==> config.mk <==
export PLATFORM = sky130hd
export DESIGN_NAME = tcce_mac
export DESIGN_NICKNAME = d
export VERILOG_FILES = /design/src/sv/text_console_cursor_engine_unit_defines.svh /design/src/sv/tcce_mac.sv
export SDC_FILE = /design/constraint.sdc
export NUM_CORES = 1
export LEC_CHECK = 0
export BUFFER_PORTS_ARGS = -buffer_cell sky130_fd_sc_hd__buf_2
export CAP_MARGIN = 10
export CORE_MARGIN = 1.5
export CORE_UTILIZATION = 30
export DETAILED_ROUTE_END_ITERATION = 16
export PLACE_DENSITY = 0.49
export SLEW_MARGIN = 20
export SYNTH_ARGS = -nofsm -noshare
export SYNTH_HDL_FRONTEND = slang
export SYNTH_SLANG_ARGS = --single-unit
==> constraint.sdc <==
create_clock -name clock -period 8.1 [get_ports clock]
set_input_delay 0.405 -clock clock [delete_from_list [all_inputs] [get_ports clock]]
set_output_delay 0.405 -clock clock [all_outputs]
set_load 0.05 [all_outputs]
==> src/sv/text_console_cursor_engine_unit_defines.svh <==
// Assertion macros for the text console cursor engine.
// Used by the top level only; expects signals named clock and reset in scope.
`ifndef TEXT_CONSOLE_CURSOR_ENGINE_UNIT_DEFINES_SVH
`define TEXT_CONSOLE_CURSOR_ENGINE_UNIT_DEFINES_SVH

// Same-cycle implication, masked while reset is high
`define TCCE_ASSERT_IMP(label, ante, cons, msg) \
   label: assert property (@(posedge clock) disable iff (reset) (ante) |-> (cons)) \
      else $error(msg);

// Next-cycle implication, masked while reset is high
`define TCCE_ASSERT_NXT(label, ante, cons, msg) \
   label: assert property (@(posedge clock) disable iff (reset) (ante) |=> (cons)) \
      else $error(msg);

`endif

==> src/sv/tcce_mac.sv <==
// Shared multiply-add unit: q = a * b + c, registered, loaded when enabled.
// No dependencies; used for the screen size and every cursor position.
module tcce_mac #(
   parameter int A_W = 6,
   parameter int B_W = 8,
   parameter int Q_W = 13
) (
   input  logic           clock,
   input  logic           en,
   input  logic [A_W-1:0] a,
   input  logic [B_W-1:0] b,
   input  logic [B_W-1:0] c,
   output logic [Q_W-1:0] q
);
   localparam int S_W = A_W + B_W + 1;

   logic [S_W-1:0] sum;
   logic [Q_W-1:0] q_ff;

   assign sum = S_W'(a) * S_W'(b) + S_W'(c);

   always_ff @(posedge clock) begin
      if (en) begin
         q_ff <= Q_W'(sum);
      end
   end

   assign q = q_ff;
endmodule

==> results.yml <==
clocking:
  cts_tree: "yes"
  holdBufCountCts: 0
  clkSlewWorstSetupHoldPaths_ns: 0.05
  clock-sinks: 13
  cts_htree_levels: 1
  cts.repair.resized: 0
  root_buffer: "clkbuf_8"
  ctsLongestPathBuffers: 2
  cts_buffers: 3
  post_cts_buffers: 0
detailed_routing:
  dr.pass1.iters: 4
  drt-initial-drc-count: 31
  wl_mm: 3.97
  wl_per_cell_um: 12.3
  vias: 1477
  viasPerCell: 4.57
  final_antenna_net_count: 0
  drc: 0
synth:
  ys_ff_latch: 13
  yosysWarningCount: 0
  ys_seq_area_share_pct: 18.6
  synth_flop_cell: "edfxtp_1"
  ys_types: 22
  synth.most_common_cell: "and2_1"
  synthTopCellsByCount: "and2_1 (42), inv_1 (34), ha_1 (30), fa_1 (29), edfxtp_1 (13)"
  ys_async_sr_fraction_pct: 0
  synth_top_cell_by_area: "fa_1"
  yosysTopAreaCellShare_pct: 27.7
  synth_edf_count: 13
  synthTopCellsByArea: "fa_1 (28%), edfxtp_1 (19%), ha_1 (18%)"
  synth_area_sq_mm: 0.00209
  syn_nets: 286
  synth_cells: 203
  synth.avg_cell_area_sq_um: 10.3
sta:
  setup_viol: 0
  setup_tns_ns: 0
  worst_pin_slew_ns: 0.301
  whs_ns: 0.483
  period_minus_slack_ns: 4.26
  grt_setup_unrepaired: "false"
  hold_violations: 0
  fmax_ghz: 0.235
  fin_crit_sh_pct: 52.6
  slew_headroom_pct: 79.8
  setup_slack_ns: 3.84
  drv_slew: 0
power:
  p_sw_mw: 0.334
  ir_worst_vdd_mv: 0.0944
  power.leakage_nw: 1.22
  swShare_pct: 49.4
  pwr-share-clk_pct: 8.1
  power.share.combinational_pct: 72.6
  power_frac_seq_pct: 19.3
  p_int_mw: 0.341
  power_density_mw_per_mm2: 279
setup_path:
  endpoint: "q[11]$_DFFE_PP_"
  cp-start-kind: "input pin"
  crit_path_end_kind: "flip-flop"
  required_ns: 8.08
  crit_fanout: 8
  crit_type: "input pin to flip-flop"
  crit_arrival_ns: 4.24
  startpoint: "a[2]"
cells_and_area:
  fillCellCount: 722
  area_delta_synth_final_pct: 15.5
  final_nets: 327
  n_antenna_cell: 0
  largest_reg_flops: 13
  drive_gt1_share_pct: 17.3
  final_area_sq_mm: 0.00242
status:
  status: "finished clean"
floorplan:
  fp.dieH_um: 86.6
  rows: 30
  start_util_pct: 31.0
  core_area_sq_mm: 0.00676
  die_w_um: 86.6
  dieArea_sq_mm: 0.00749
  io-pin-count: 37
global_route:
  grt_use_total_pct: 10.9
  grt_max_degree: 14
  grt-ovfl-total: 0
  grt_pass1_wl_mm: 6.42
  grt_pass1_vias: 1424
  antenna_found_initial: 0
hold_path:
  hp-class: "input pin to flip-flop"
place:
  dpl_cell_area_sq_mm: 0.00237
  post-place-ws_ns: 3.61
  hpwl_mm: 3.42
  globalplace.congestion: 0.767
  placement.io_buffers: 36
run:
  maxCapViolations: 0
-- worst min-delay path by stage --
stage / startpoint / endpoint / slack [ns] / depth (start not counted)
3_5_place_dp: c[0] / q[0]$_DFFE_PP_ / 0.73 / 2
5_1_grt: c[0] / q[0]$_DFFE_PP_ / 0.48 / 2
6_report: c[0] / q[0]$_DFFE_PP_ / 0.48 / 2
2_1_floorplan: en / q[0]$_DFFE_PP_ / 0.52 / 0
4_1_cts: c[0] / q[0]$_DFFE_PP_ / 0.48 / 2
3_3_place_gp: c[0] / q[0]$_DFFE_PP_ / 0.73 / 2
-- power by group through the flow --
stage / Sequential [mW] / Clock, mW / Combinational, mW
floorplan: 0.229 / 0 / 0.297
global placement: 0.133 / 0 / 0.499
detailed placement: 0.132 / 0 / 0.497
CTS: 0.131 / 0.0571 / 0.500
global route: 0.134 / 0.0606 / 0.549
finish: 0.130 / 0.0547 / 0.490
-- cell usage in the layout, fill, tap and decap left out, drive strengths merged, types with 5 or more instances in the layout --
cell	Yosys	layout
nor2	5	5
ha	30	30
edfxtp	13	13
a21o	5	5
inv	34	34
xnor2	10	10
and2	42	42
buf	0	36
nand2	10	10
a21oi	6	6
fa	29	29
o21ai	6	6
-- routing by layer --
layer  up-vias  GRT usage (%)  wire length, um
li1        735              -                -
met1       721           15.7             1830
met2        19           17.3             2020
met3         2           2.57               95
met4         0          0.880               12
met5         -              0                0
-- cells by family after synthesis --
| kind of cell | synth area share (%) |
|---|---|
| AOI/OAI and AO/OA | 8.36 |
| adders and majority gates | 45.6 |
| buffers and inverters | 6.09 |
| xor gates and xnor gates | 5.44 |
| DFF | 18.6 |
| and+or+nand+nor | 15.8 |
-- metrics by stage --
stage                     util, %  cells  power (mW)
final                        35.8    323       0.675
after detailed placement     35.1    319       0.629
after floorplan                 -    203       0.526
after global routing         35.8    323       0.743
after global placement       35.1    319       0.632
after CTS                    35.8    323       0.688
-- critical path, stage by stage --
cell and delay (ns):
buf_2 0.15, and2_1 0.16, fa_1 0.53, inv_1 0.05, fa_1 0.47, inv_1 0.05
fa_1 0.53, inv_1 0.05, fa_1 0.50, inv_1 0.04, ha_1 0.38, and2_1 0.22
a311oi_1 0.31, o21ai_1 0.16, a21oi_2 0.16, xnor2_1 0.08
-- area by class of cell --
class | instances | area (sq um) | share of cell area [%]
Tap cell | 80 | 100 | 4.14
Sequential cell | 13 | 390 | 16.1
Timing Repair Buffer | 36 | 180 | 7.45
Multi-Input combinational cell | 156 | 1580 | 65.1
Inverter | 34 | 128 | 5.27
Clock buffer | 4 | 45.0 | 1.86
No activity file was read; power rests on OpenSTA's default activity.
